### src/addressable_led_strip_driver_macros.svh
// Assertion helpers used by the alsd_dp RTL file.
`ifndef ADDRESSABLE_LED_STRIP_DRIVER_MACROS_SVH
`define ADDRESSABLE_LED_STRIP_DRIVER_MACROS_SVH

// Same-cycle implication, checked on every rising edge outside reset.
`define ALSD_ASSERT(label, ante, cons, msg) \
  label: assert property (@(posedge clk) disable iff (rst) (ante) |-> (cons)) \
    else $error(msg);

// Implication whose consequent is checked in the cycle after the antecedent.
`define ALSD_ASSERT_NEXT(label, ante, cons, msg) \
  label: assert property (@(posedge clk) disable iff (rst) (ante) |=> (cons)) \
    else $error(msg);

`endif

### src/alsd_pkg.sv
package alsd_pkg;

  localparam int DEF_MAX_LEDS = 16;

  // Line timing in 100 ns ticks.
  localparam logic [3:0] ZERO_HIGH_TICKS = 4'd3;
  localparam logic [3:0] ZERO_LOW_TICKS  = 4'd9;
  localparam logic [3:0] ONE_HIGH_TICKS  = 4'd6;
  localparam logic [3:0] ONE_LOW_TICKS   = 4'd6;
  localparam logic [9:0] LATCH_TICKS     = 10'd800;

  localparam logic [4:0] BITS_PER_LED = 5'd24;

  localparam logic [6:0] BRIGHT_RESET = 7'd60;
  localparam logic [6:0] BRIGHT_MAX   = 7'd100;

  // x / 100 for x below 25600 equals (x * 5243) >> 19.
  localparam logic [12:0] DIV100_RECIP = 13'd5243;
  localparam int          DIV100_SHIFT = 19;

  localparam logic [2:0] OP_SET     = 3'd0;
  localparam logic [2:0] OP_FILL    = 3'd1;
  localparam logic [2:0] OP_REFRESH = 3'd2;
  localparam logic [2:0] OP_CLEAR   = 3'd3;
  localparam logic [2:0] OP_TICK    = 3'd4;

  localparam logic [1:0] ST_OK      = 2'd0;
  localparam logic [1:0] ST_RANGE   = 2'd1;
  localparam logic [1:0] ST_REFUSED = 2'd2;

  localparam logic REG_COUNT  = 1'b0;
  localparam logic REG_BRIGHT = 1'b1;

  typedef struct packed {
    logic [2:0] opcode;
    logic [3:0] pixel_index;
    logic [7:0] red;
    logic [7:0] green;
    logic [7:0] blue;
  } alsd_item_t;

  typedef struct packed {
    logic       line_level;
    logic       busy_res;
    logic       frame_done;
    logic [1:0] status;
  } alsd_result_t;

  typedef struct packed {
    logic       capture;
    logic       walk_clr;
    logic       walk_inc;
    logic       wr_en;
    logic       wr_zero;
    logic       wr_at_idx;
    logic       scale1;
    logic       scale2;
    logic       start_frame;
    logic       tick_step;
    logic       load_word;
    logic       emit;
    logic [1:0] emit_status;
  } alsd_cmd_t;

  typedef struct packed {
    logic [2:0] op;
    logic       refuse;
    logic       idx_bad;
    logic       walk_last;
    logic       sweep_last;
    logic       tick_adv;
  } alsd_stat_t;

  function automatic int addr_width(input int depth);
    return (depth > 1) ? $clog2(depth) : 1;
  endfunction

endpackage

### src/alsd_ram.sv
module alsd_ram import alsd_pkg::*; #(
  parameter int WIDTH = 24,
  parameter int DEPTH = DEF_MAX_LEDS
) (
  input  logic                         clk,
  input  logic                         we,
  input  logic [addr_width(DEPTH)-1:0] waddr,
  input  logic [WIDTH-1:0]             wdata,
  input  logic [addr_width(DEPTH)-1:0] raddr,
  output logic [WIDTH-1:0]             rdata
);

  logic [WIDTH-1:0] mem [DEPTH];

  always_ff @(posedge clk) begin
    if (we) begin
      mem[waddr] <= wdata;
    end
    rdata <= mem[raddr];
  end

endmodule

### src/alsd_ctrl.sv
module alsd_ctrl import alsd_pkg::*; (
  input  logic       clk,
  input  logic       rst,
  input  logic       start,
  output logic       busy,
  input  alsd_stat_t stat,
  output alsd_cmd_t  cmd
);

  typedef enum logic [2:0] {
    S_SWEEP,
    S_IDLE,
    S_DECODE,
    S_SCALE1,
    S_SCALE2,
    S_WRITE,
    S_FETCH,
    S_LOAD
  } state_t;

  state_t state, state_next;

  always_comb begin
    state_next = state;
    cmd        = '0;
    unique case (state)
      S_SWEEP: begin
        // Zero the whole pixel store once after reset.
        cmd.wr_en    = 1'b1;
        cmd.wr_zero  = 1'b1;
        cmd.walk_inc = 1'b1;
        if (stat.sweep_last) begin
          state_next = S_IDLE;
        end
      end
      S_IDLE: begin
        if (start) begin
          cmd.capture  = 1'b1;
          cmd.walk_clr = 1'b1;
          state_next   = S_DECODE;
        end
      end
      S_DECODE: begin
        if (stat.op == OP_TICK) begin
          cmd.tick_step   = 1'b1;
          cmd.emit        = 1'b1;
          cmd.emit_status = ST_OK;
          state_next      = stat.tick_adv ? S_FETCH : S_IDLE;
        end else if (stat.op > OP_TICK) begin
          cmd.emit        = 1'b1;
          cmd.emit_status = ST_OK;
          state_next      = S_IDLE;
        end else if (stat.refuse) begin
          cmd.emit        = 1'b1;
          cmd.emit_status = ST_REFUSED;
          state_next      = S_IDLE;
        end else begin
          unique case (stat.op)
            OP_SET: begin
              if (stat.idx_bad) begin
                cmd.emit        = 1'b1;
                cmd.emit_status = ST_RANGE;
                state_next      = S_IDLE;
              end else begin
                state_next = S_SCALE1;
              end
            end
            OP_FILL: begin
              state_next = S_SCALE1;
            end
            OP_REFRESH: begin
              cmd.start_frame = 1'b1;
              state_next      = S_FETCH;
            end
            OP_CLEAR: begin
              state_next = S_WRITE;
            end
            default: begin
              state_next = S_IDLE;
            end
          endcase
        end
      end
      S_SCALE1: begin
        cmd.scale1 = 1'b1;
        state_next = S_SCALE2;
      end
      S_SCALE2: begin
        cmd.scale2 = 1'b1;
        state_next = S_WRITE;
      end
      S_WRITE: begin
        cmd.wr_en     = 1'b1;
        cmd.wr_zero   = (stat.op == OP_CLEAR);
        cmd.wr_at_idx = (stat.op == OP_SET);
        if ((stat.op == OP_SET) || stat.walk_last) begin
          if (stat.op == OP_CLEAR) begin
            cmd.start_frame = 1'b1;
            state_next      = S_FETCH;
          end else begin
            cmd.emit        = 1'b1;
            cmd.emit_status = ST_OK;
            state_next      = S_IDLE;
          end
        end else begin
          cmd.walk_inc = 1'b1;
        end
      end
      S_FETCH: begin
        // The store read of the current LED lands at the end of this cycle.
        state_next = S_LOAD;
      end
      S_LOAD: begin
        cmd.load_word = 1'b1;
        if (stat.op != OP_TICK) begin
          cmd.emit        = 1'b1;
          cmd.emit_status = ST_OK;
        end
        state_next = S_IDLE;
      end
      default: begin
        state_next = S_IDLE;
      end
    endcase
  end

  always_ff @(posedge clk) begin
    if (rst) begin
      state <= S_SWEEP;
      busy  <= 1'b1;
    end else begin
      state <= state_next;
      busy  <= (state_next != S_IDLE);
    end
  end

endmodule

### src/alsd_dp.sv
`include "addressable_led_strip_driver_macros.svh"

module alsd_dp import alsd_pkg::*; #(
  parameter int MAX_LEDS = DEF_MAX_LEDS
) (
  input  logic         clk,
  input  logic         rst,
  input  alsd_item_t   item,
  input  alsd_cmd_t    cmd,
  output alsd_stat_t   stat,
  input  logic         psel,
  input  logic         penable,
  input  logic         pwrite,
  input  logic [2:0]   paddr,
  input  logic [31:0]  pwdata,
  output logic [31:0]  prdata,
  output alsd_result_t res,
  output logic         res_valid
);

  localparam int AW = addr_width(MAX_LEDS);

  logic [4:0]  active_led_count;
  logic [6:0]  brightness_percent;
  alsd_item_t  item_q;

  logic [14:0] prod_r, prod_g, prod_b;
  logic [23:0] scaled;
  logic [AW-1:0] walk;

  logic [23:0]   cur_word;
  logic          sending;
  logic [AW-1:0] led_cursor;
  logic [4:0]    bit_cursor;
  logic          in_high_phase;
  logic [3:0]    phase_count;
  logic [9:0]    latch_count;

  logic          ram_we;
  logic [AW-1:0] ram_waddr;
  logic [23:0]   ram_wdata;
  logic [23:0]   ram_rdata;

  logic       cfg_wr;
  logic [6:0] bright_in;
  logic       ready;

  // Next serializer state and outputs for one tick.
  logic          t_sending, t_high, t_line, t_busy, t_done, t_adv;
  logic [AW-1:0] t_led;
  logic [4:0]    t_bit;
  logic [3:0]    t_phase;
  logic [9:0]    t_latch;
  logic          cur_bit, led_last;
  logic [3:0]    hi_ticks, lo_ticks, phase_inc;
  logic [4:0]    bit_inc;
  logic [9:0]    latch_inc;

  logic [27:0] quo_r, quo_g, quo_b;

  // Configuration registers.
  assign cfg_wr    = psel && penable && pwrite;
  assign bright_in = (pwdata[6:0] > BRIGHT_MAX) ? BRIGHT_MAX : pwdata[6:0];

  always_ff @(posedge clk) begin
    if (rst) begin
      active_led_count   <= '0;
      brightness_percent <= BRIGHT_RESET;
    end else if (cfg_wr) begin
      unique case (paddr[2])
        REG_COUNT: begin
          // The frame length stays fixed while a frame is on the line.
          if (!sending) begin
            active_led_count <= pwdata[4:0];
          end
        end
        REG_BRIGHT: begin
          brightness_percent <= bright_in;
        end
        default: begin
        end
      endcase
    end
  end

  assign prdata = (paddr[2] == REG_BRIGHT) ? {25'd0, brightness_percent}
                                           : {27'd0, active_led_count};

  assign ready = (active_led_count != '0) && (int'(active_led_count) <= MAX_LEDS);

  always_ff @(posedge clk) begin
    if (cmd.capture) begin
      item_q <= item;
    end
  end

  // Brightness scaling in two stages: product, then divide by 100.
  assign quo_r = 28'(prod_r) * 28'(DIV100_RECIP);
  assign quo_g = 28'(prod_g) * 28'(DIV100_RECIP);
  assign quo_b = 28'(prod_b) * 28'(DIV100_RECIP);

  always_ff @(posedge clk) begin
    if (cmd.scale1) begin
      prod_r <= 15'(item_q.red)   * 15'(brightness_percent);
      prod_g <= 15'(item_q.green) * 15'(brightness_percent);
      prod_b <= 15'(item_q.blue)  * 15'(brightness_percent);
    end
    if (cmd.scale2) begin
      scaled <= {quo_g[DIV100_SHIFT +: 8], quo_r[DIV100_SHIFT +: 8],
                 quo_b[DIV100_SHIFT +: 8]};
    end
  end

  always_ff @(posedge clk) begin
    if (rst) begin
      walk <= '0;
    end else if (cmd.walk_clr) begin
      walk <= '0;
    end else if (cmd.walk_inc) begin
      walk <= walk + AW'(1);
    end
  end

  assign ram_we    = cmd.wr_en;
  assign ram_waddr = cmd.wr_at_idx ? AW'(item_q.pixel_index) : walk;
  assign ram_wdata = cmd.wr_zero ? 24'd0 : scaled;

  alsd_ram #(
    .WIDTH (24),
    .DEPTH (MAX_LEDS)
  ) u_store (
    .clk   (clk),
    .we    (ram_we),
    .waddr (ram_waddr),
    .wdata (ram_wdata),
    .raddr (led_cursor),
    .rdata (ram_rdata)
  );

  always_ff @(posedge clk) begin
    if (cmd.load_word) begin
      cur_word <= ram_rdata;
    end
  end

  // One tick of the serial line.
  assign cur_bit   = cur_word[5'(BITS_PER_LED - 5'd1 - bit_cursor)];
  assign hi_ticks  = cur_bit ? ONE_HIGH_TICKS : ZERO_HIGH_TICKS;
  assign lo_ticks  = cur_bit ? ONE_LOW_TICKS : ZERO_LOW_TICKS;
  assign phase_inc = phase_count + 4'd1;
  assign bit_inc   = bit_cursor + 5'd1;
  assign latch_inc = latch_count + 10'd1;
  assign led_last  = (int'(led_cursor) + 1) >= int'(active_led_count);

  always_comb begin
    t_sending = sending;
    t_led     = led_cursor;
    t_bit     = bit_cursor;
    t_high    = in_high_phase;
    t_phase   = phase_count;
    t_latch   = latch_count;
    t_line    = 1'b0;
    t_busy    = 1'b0;
    t_done    = 1'b0;
    t_adv     = 1'b0;
    if (sending) begin
      t_busy = 1'b1;
      if (bit_cursor >= BITS_PER_LED) begin
        t_latch = latch_inc;
        if (latch_inc >= LATCH_TICKS) begin
          t_done    = 1'b1;
          t_sending = 1'b0;
          t_led     = '0;
          t_bit     = '0;
          t_high    = 1'b0;
          t_phase   = '0;
          t_latch   = '0;
        end
      end else begin
        t_phase = phase_inc;
        if (in_high_phase) begin
          t_line = 1'b1;
          if (phase_inc >= hi_ticks) begin
            t_phase = '0;
            t_high  = 1'b0;
          end
        end else if (phase_inc >= lo_ticks) begin
          t_phase = '0;
          if (bit_inc >= BITS_PER_LED) begin
            if (led_last) begin
              t_bit   = BITS_PER_LED;
              t_high  = 1'b0;
              t_latch = '0;
            end else begin
              // Next LED: its word has to be read from the store first.
              t_led  = led_cursor + AW'(1);
              t_bit  = '0;
              t_high = 1'b1;
              t_adv  = 1'b1;
            end
          end else begin
            t_bit  = bit_inc;
            t_high = 1'b1;
          end
        end
      end
    end
  end

  always_ff @(posedge clk) begin
    if (rst) begin
      sending       <= 1'b0;
      led_cursor    <= '0;
      bit_cursor    <= '0;
      in_high_phase <= 1'b0;
      phase_count   <= '0;
      latch_count   <= '0;
    end else if (cmd.start_frame) begin
      sending       <= 1'b1;
      led_cursor    <= '0;
      bit_cursor    <= '0;
      in_high_phase <= 1'b1;
      phase_count   <= '0;
      latch_count   <= '0;
    end else if (cmd.tick_step) begin
      sending       <= t_sending;
      led_cursor    <= t_led;
      bit_cursor    <= t_bit;
      in_high_phase <= t_high;
      phase_count   <= t_phase;
      latch_count   <= t_latch;
    end
  end

  always_ff @(posedge clk) begin
    if (rst) begin
      res_valid <= 1'b0;
    end else begin
      res_valid <= cmd.emit;
    end
  end

  always_ff @(posedge clk) begin
    if (cmd.emit) begin
      if (cmd.tick_step) begin
        res <= '{line_level: t_line, busy_res: t_busy, frame_done: t_done,
                 status: ST_OK};
      end else begin
        res <= '{line_level: 1'b0, busy_res: sending, frame_done: 1'b0,
                 status: cmd.emit_status};
      end
    end
  end

  assign stat.op         = item_q.opcode;
  assign stat.refuse     = !ready || sending;
  assign stat.idx_bad    = {1'b0, item_q.pixel_index} >= active_led_count;
  assign stat.walk_last  = int'(walk) == (int'(active_led_count) - 1);
  assign stat.sweep_last = int'(walk) == (MAX_LEDS - 1);
  assign stat.tick_adv   = t_adv;

  `ALSD_ASSERT(a_cursor_in_chain, sending,
      int'(led_cursor) < int'(active_led_count),
      "LED cursor left the active chain during a frame")
  `ALSD_ASSERT(a_idle_clean, !sending,
      (bit_cursor == '0) && (latch_count == '0) && !in_high_phase && (phase_count == '0),
      "Serializer counters not cleared while no frame is sending")
  `ALSD_ASSERT(a_latch_low, sending && (bit_cursor == BITS_PER_LED),
      !in_high_phase && (phase_count == '0),
      "Line phase active during the latch period")
  `ALSD_ASSERT(a_done_on_tick, res_valid && res.frame_done,
      res.busy_res && (res.status == ST_OK) && !res.line_level,
      "Frame end reported with inconsistent result fields")
  `ALSD_ASSERT_NEXT(a_frame_start, cmd.start_frame,
      sending && in_high_phase && (led_cursor == '0) && (bit_cursor == '0),
      "Frame did not start at the first bit of the first LED")

endmodule

### src/addressable_led_strip_driver.sv
// Channel   Ports                                    Handshake
// item in   item (alsd_item_t)                       start && !busy
// result    res (alsd_result_t)                      res_valid, one cycle
// config    psel penable pwrite paddr pwdata prdata  APB, pready tied high
//
// A tick, unknown code, refused command or out-of-range index gives its result
// from decode; a tick to the next LED keeps busy through fetch and load to read
// its word. Set runs decode, scale1, scale2, write; fill writes every active
// LED; refresh starts a frame via fetch and load; clear zeroes every active LED,
// then starts a frame. After reset busy stays high while the store is zeroed,
// one entry a cycle. Results cannot be stalled; each is shown for one cycle.
module addressable_led_strip_driver import alsd_pkg::*; #(
  parameter int MAX_LEDS = DEF_MAX_LEDS
) (
  input  logic         clk,
  input  logic         rst,
  input  logic         start,
  output logic         busy,
  input  alsd_item_t   item,
  output logic         res_valid,
  output alsd_result_t res,
  input  logic         psel,
  input  logic         penable,
  input  logic         pwrite,
  input  logic [2:0]   paddr,
  input  logic [31:0]  pwdata,
  output logic [31:0]  prdata,
  output logic         pready
);

  alsd_cmd_t  cmd;
  alsd_stat_t stat;

  assign pready = 1'b1;

  alsd_ctrl u_ctrl (
    .clk   (clk),
    .rst   (rst),
    .start (start),
    .busy  (busy),
    .stat  (stat),
    .cmd   (cmd)
  );

  alsd_dp #(
    .MAX_LEDS (MAX_LEDS)
  ) u_dp (
    .clk       (clk),
    .rst       (rst),
    .item      (item),
    .cmd       (cmd),
    .stat      (stat),
    .psel      (psel),
    .penable   (penable),
    .pwrite    (pwrite),
    .paddr     (paddr),
    .pwdata    (pwdata),
    .prdata    (prdata),
    .res       (res),
    .res_valid (res_valid)
  );

endmodule
### config.mk
export PLATFORM = sky130hd
export DESIGN_NAME = addressable_led_strip_driver
export DESIGN_NICKNAME = d
export VERILOG_FILES = /design/src/alsd_pkg.sv /design/src/alsd_ram.sv /design/src/alsd_ctrl.sv /design/src/alsd_dp.sv /design/src/addressable_led_strip_driver.sv
export VERILOG_INCLUDE_DIRS = /design/src /design/src/src
export SDC_FILE = /design/constraint.sdc
export NUM_CORES = 2
export LEC_CHECK = 0
export BUFFER_PORTS_ARGS = -buffer_cell sky130_fd_sc_hd__buf_2
export CORE_ASPECT_RATIO = 0.9
export CORE_MARGIN = 4
export CORE_UTILIZATION = 30
export CTS_BUF_LIST = sky130_fd_sc_hd__clkbuf_8
export DETAILED_ROUTE_END_ITERATION = 8
export GPL_TIMING_DRIVEN = 0
export PLACE_DENSITY = 0.4
export SLEW_MARGIN = 15
export SYNTH_ARGS = -nofsm -noshare
export SYNTH_HDL_FRONTEND = slang
export SYNTH_SLANG_ARGS = --single-unit
### constraint.sdc
create_clock -name clk -period 7.6 [get_ports clk]
set_input_delay 0.38 -clock clk [delete_from_list [all_inputs] [get_ports clk]]
set_output_delay 0.38 -clock clk [all_outputs]
set_load 0.01 [all_outputs]
[Word-level counts from Yosys, hierarchy flattened]
Memory sizes are Yosys's and may differ from the RTL's. A register that Yosys moved wholly into a read port is not among the register bits.
Index checks and enable logic that the tools add are counted.
Word-level totals
  register bits after elaboration: 175
  bits in writable memories: 384
  input bits: 72
  logic and storage cells: 194
  memories kept: 1
Cells by class
  $add $sub $neg: 8
  multiply operators: 6
  order comparisons: 11
  eq/ne operators: 19
  multiplexer cells: 95
  bitwise logic cells: 3
  reduce and logical (&&, ||, !) cells: 25
Memories
  u_dp.u_store.mem: words 16, width 24, rd ports 1, clocked after Yosys merged registers in 1, wr ports 1, line alsd_ram.sv:13  | logic [WIDTH-1:0] mem [DEPTH];
Operators by type and width (number)
  $mul A15 B13 Y27 const B: 3
  $mux W10: 6
  $mux W4: 13
  $mux W3: 17
  $mul A8 B7 Y15: 3
  $mux W1: 41
  $eq A5 B32 Y1: 1
  $ge A32 B6 Y1: 1
  $mux W5: 6
  $mux W24: 1
  $pmux W3 S8: 1
  $eq A3 B3 Y1 const B: 5
  $mux W7: 2
  $add A4 B1 Y4 const B: 3
  $eq A3 B2 Y1 const B: 4
  $pmux W3 S4: 1
  $reduce_and A3 Y1: 4
  $add A10 B1 Y10 const B: 1
  $ge A10 B10 Y1 const B: 1
  $ge A5 B5 Y1 const B: 2
  $reduce_bool A2 Y1: 5
  $pmux W3 S3: 1
  $ge A4 B4 Y1: 2
  $gt A7 B7 Y1 const B: 1
  29 further kinds: 42

[Depth between registers and ports, before layout]
  word-level depth: 13
  mapped depth: 18
  gate-level depth less buffers: 18

[Cells and area by module]
Synthesis repeated with hierarchy kept, for this count alone.
Second synthesis, totals
  cells, all modules: 2964
  area, all modules: 38414.3 µm²
Modules (own cells, without submodules)
  alsd_dp: instances 1, cells an instance 2254, area an instance 22965.8 µm², sequential area each 4714.5 µm²
  alsd_ram: instances 1, cells an instance 636, area an instance 14930.6 µm², sequential area each 12011.5 µm²
  alsd_ctrl: instances 1, cells an instance 72, area an instance 506.7 µm², sequential area each 80.1 µm²
  addressable_led_strip_driver: instances 1, cells an instance 2, area an instance 11.3 µm², sequential area each 0.0 µm²

[Least setup slack after synthesis]
No wires, ideal clock.
  path type: reg-to-reg
  start point: reg u_dp.prod_b[13]
  end point: reg u_dp.scaled[7], data pin
  setup time: 262 ps
  arrival time: 4626 ps
  path slack: 2713 ps
  cell stages (with the launch flop): 19
  path buffers: 0
  period minus slack after synthesis: 4887 ps
  cell sequence: edfxtp_1 -> ha_1 -> inv_1 -> fa_1 -> inv_1 -> fa_1 -> fa_1 -> inv_1 -> fa_1 -> inv_1 -> ha_1 -> a221o_1 -> a21oi_1 -> o21ai_0 -> o21ai_0 -> a21oi_1 -> nor3_1 -> o31ai_1 -> xnor2_1
Between the ends
  longest elaborated chain between the ends: 1
Ends and longest elaborated chain
  start: declaration: line alsd_dp.sv:27  | logic [14:0] prod_r, prod_g, prod_b;
  start signal: assignment: line alsd_dp.sv:106  | prod_b <= 15'(item_q.blue) * 15'(brightness_percent);
  $mul A15 B13 Y27: line alsd_dp.sv:100  | assign quo_b = 28'(prod_b) * 28'(DIV100_RECIP);
  net u_dp.quo_b[26]: line alsd_dp.sv:59  | logic [27:0] quo_r, quo_g, quo_b;
  end signal: assignment: line alsd_dp.sv:109  | scaled <= {quo_g[DIV100_SHIFT +: 8], quo_r[DIV100_SHIFT +: 8],
  end: declaration: line alsd_dp.sv:28  | logic [23:0] scaled;
The timed path passes the listed nets, and every way through them passes these cells.
A chain may end at the register's enable or synchronous reset.

[Worst setup path in the final report]
  start point: reg u_dp.prod_b[11]
  end point: reg u_dp.scaled[7], data pin
Same word-level chain as after synthesis.

==> out/results.tsv <==
stage	metric	value	unit
status	outcome	finished, final reports clean	
placed_design	IO buf count	58	
hold_path	hold crit path type	in -> reg	
job	Max-cap violations	0	
floorplan	Die Wd	384	µm
sta	Max Clock Skew	0.0459	ns
drt	vias	22125	
sta	period utilisation layout	76.7	%
cells_and_area	# nets final	3922	
global_routing	antenna violations before repair	10	
floorplan	die area	133000	µm²
power	power density over the cells	157	nW/µm²
synthesis	Top FF cell, synth	edfxtp_1	
clock_network	CTS resizes	0	
global_routing	M1 GR Usage	19.2	%
synthesis	post-synthesis adder-cell area fraction	28.8	%
power	sw frac	23.4	%
worst_setup_path	Top delay family on crit path	adder cells	
floorplan	IO Pins	112	
synthesis	post-synthesis cell type count	77	
worst_setup_path	Worst Setup Start Kind	register	
clock_network	clk slew on worst S/H paths	0.08	ns
synthesis	ys async rst share	0	%
synthesis	FF+latch count, synth	583	
global_routing	Congestion Overflow GR	0	
sta	relative slew slack	26.1	%
worst_setup_path	CP Class	reg -> reg	
synthesis	xor/xnor share of the synthesized area	1.81	%
power	sequential share of power	51.6	%
drt	DR pass1 iterations	5	
sta	Slew Viols, Final	0	
clock_network	CTS tree	done	
clock_network	clk sinks	583	
drt	DRT iter0 DRCs	993	
drt	drt via density	4.50	
cells_and_area	Final Core Density	34.8	%
clock_network	CTS root buf	clkbuf_8	
synthesis	Synth Cell Area	38200	µm²
drt	residual DRC count	0	
placed_design	post-placement cell count	4691	
global_routing	met3 usage	2.74	%
synthesis	Syn Area/Cell	13.2	µm²
worst_setup_path	crit path capture type	register	
placed_design	Detail Placement HPWL	71.0	mm
clock_network	number of buffers created by CTS	99	
sta	Final min period	5.83	ns
cells_and_area	share of cells above drive strength 1	13.9	%
worst_setup_path	CP required	8.09	ns
synthesis	EDFF count, synth	513	
clock_network	Clk Latency, worst-skew pair	0.77	ns
power	combinational power share	6.8	%
worst_setup_path	CP max-delay cell	o21ai_0	
worst_setup_path	CP arrival	6.32	ns
floorplan	Die Ht	347	µm
sta	actual slew at the worst max-slew pin	1.11	ns
cells_and_area	Finished Layout Cells	4922	
worst_setup_path	Max FO, Critical Path	6	
floorplan	Initial Utilization	30.4	%
global_routing	first-pass GRT wire length	144	mm
global_routing	vias in the first global route	24189	
synthesis	sequential share of the synthesized area	44.0	%
synthesis	mux share of post-synthesis cell area	7.86	%
clock_network	CTS Buffer Depth	3	
power	leak pwr	18.7	nW
drt	drt wl/cell	18.9	µm
sta	Final Setup Violations	0	
synthesis	simple logic cell fraction of the synthesized area	6.33	%
worst_setup_path	crit-path max cell delay	0.58	ns
sta	final hold violation count	0	
sta	Hold WS	0.173	ns
sta	final setup TNS	0	ns
synthesis	largest family of logic cells by synthesized area	adder cells	
floorplan	row count	123	
synthesis	Cells after Synth	2902	
power	net switching power	0.00161	W
power	Clock Power Share	41.6	%
sta	upper clock frequency limit	172	MHz
worst_setup_path	buffer and inverter count on the worst path	4	
global_routing	largest net degree at the start of global routing	34	
global_routing	met2 GRT Util	23.0	%
floorplan	Core Box Area	126000	µm²
sta	unrepaired setup endpoints after global routing	false	
synthesis	Compound-Gate Fraction of Synth Area	4.20	%
placed_design	Final Wtd Congestion	0.789	
power	Int Pwr	0.00527	W
clock_network	H-tree levels	3	
worst_setup_path	crit path cell chain	ha_1, inv_1, fa_1, inv_1, fa_1, fa_1, inv_1, fa_1, inv_1, ha_1, a221o_1, a21oi_1, o21ai_0, o21ai_0, a21oi_1, nor3_1, o31ai_1, xnor2_1	
global_routing	grt peak-use layer	met2	
global_routing	total track usage	14.2	%
cells_and_area	area added between synthesis and finish	14.5	%
drt	antenna viol nets, final	0	
synthesis	warnings from Yosys	0	
drt	Post-Route WL	93.0	mm
power	worst vdd ir	0.000129	V
power	Tot Pwr	0.00689	W
-- placed cells by master (no fill, tap or decap), types with 16 or more instances in the layout --
cell type        n
a21o_1          23
a21oi_1         73
o21ai_0         34
xnor2_1         64
nor2_4          16
dlygate4sd3_1   39
fa_1           291
buf_2           77
nor2b_1         17
clkbuf_1        35
edfxtp_1       513
nand2_1        147
buf_4           31
clkbuf_8       114
nor3_1          19
mux4_2         127
dfxtp_1         70
and2_1         101
nor2_1          74
nand3_1         34
ha_1           415
inv_1          614
conb_1          26
-- final cells by class --
class	count	area (µm²)
clock buffer	114	1570
fill	12381	82000
sequential	583	16800
tap	1687	2110
inverter	579	2170
timing repair buffer	117	1150
clock inverter	70	460
buffer	91	478
antenna	8	20.0
multi-input combinational	1673	19000
-- routing by layer --
metal / routed length (µm) / part of all wire, % / vias to the layer above
met3: 3500 / 3.8 / 162
li1: - / - / 10430
met1: 43000 / 46 / 11180
met5: 0 / 0 / -
met4: 2730 / 2.9 / 0
met2: 43800 / 47 / 353
-- power groups by stage --
stage | registers, W | logic [W] | clock network [W]
floorplan | 0.00361 | 0.000312 | 0
global placement | 0.00362 | 0.000428 | 0
detailed placement | 0.00362 | 0.000456 | 0
CTS | 0.00355 | 0.000476 | 0.00300
global route | 0.00356 | 0.000529 | 0.00314
finish | 0.00355 | 0.000466 | 0.00287
-- cell usage after synthesis, drive strengths merged (17+ instances only) --
master  number  share of area (%)
ha         415                 14
inv        578                5.7
dfxtp       70                3.7
and2       101                1.7
xnor2       64                1.5
buf         54               0.87
nand3       34               0.45
a21o        23               0.45
edfxtp     513                 40
fa         291                 15
clkbuf      37               0.37
nor2        90               0.88
nand2      147                1.4
o21ai       38               0.51
a21oi       76                1.0
nor2b       17               0.28
mux4       127                7.5
nor3        22               0.31
-- timing repair --
action	4_1_cts	5_1_grt
buffers inserted	0	0
hold buffers	39	0
setup endpoints to repair	0	0
hold endpoints to repair	46	0
-- per-stage QoR --
stage / setup slack (ns) / cell area [µm²]
after floorplan: 2.71 / 38300
after global routing: 1.36 / 43700
after CTS: 1.69 / 43700
after global placement: 1.68 / 40700
after detailed placement: 1.69 / 41300
final: 1.77 / 43700
-- state kept, by name, indices dropped and copies added (netlist names), 3 cells and up --
name                     cells
u_dp.cur_word               24
u_dp.led_cursor              4
u_dp.brightness_percent      7
u_dp.prod_g                 15
u_dp.walk                    4
u_dp.u_store.mem           384
u_dp.phase_count             4
u_dp.prod_r                 15
u_dp.latch_count            10
u_dp.item_q                 28
u_dp.bit_cursor              5
u_dp.res                     5
u_dp.u_store.rdata          24
u_dp.scaled                 24
u_dp.active_led_count        5
u_dp.prod_b                 15
u_ctrl.state                 3
u_dp.stat                    3
-- cell families (layout without fill, tap and decap cells) --
group / Yosys count / count (layout)
flops: 583 / 583
xor+xnor: 79 / 79
simple gates: 487 / 487
compound gates: 234 / 234
mux: 141 / 141
fa+ha+maj: 706 / 706
other cells: 2 / 34
buf+inv: 670 / 971
-- path summary, 6_finish.rpt --
path,slack (ns),from,depth (start not counted),endpoint
min,0.17,pwrite,3,u_dp.brightness_percent[4]
max,1.77,u_dp.prod_b[11],18,u_dp.scaled[7]
min reg2reg,0.39,u_dp.u_store.rdata[17],0,u_dp.cur_word[17]
max reg2reg,1.77,u_dp.prod_b[11],18,u_dp.scaled[7]
-- worst register-to-register path: cells and delay by family (launching register included) --
family          cells  cell delay [ns]
xor+xnor            1             0.17
fa+ha+maj           6             2.73
simple gates        1             0.34
buf+inv             4             0.22
compound gates      6             1.55
flops               1             0.56
(Power assumes the default switching activity.)
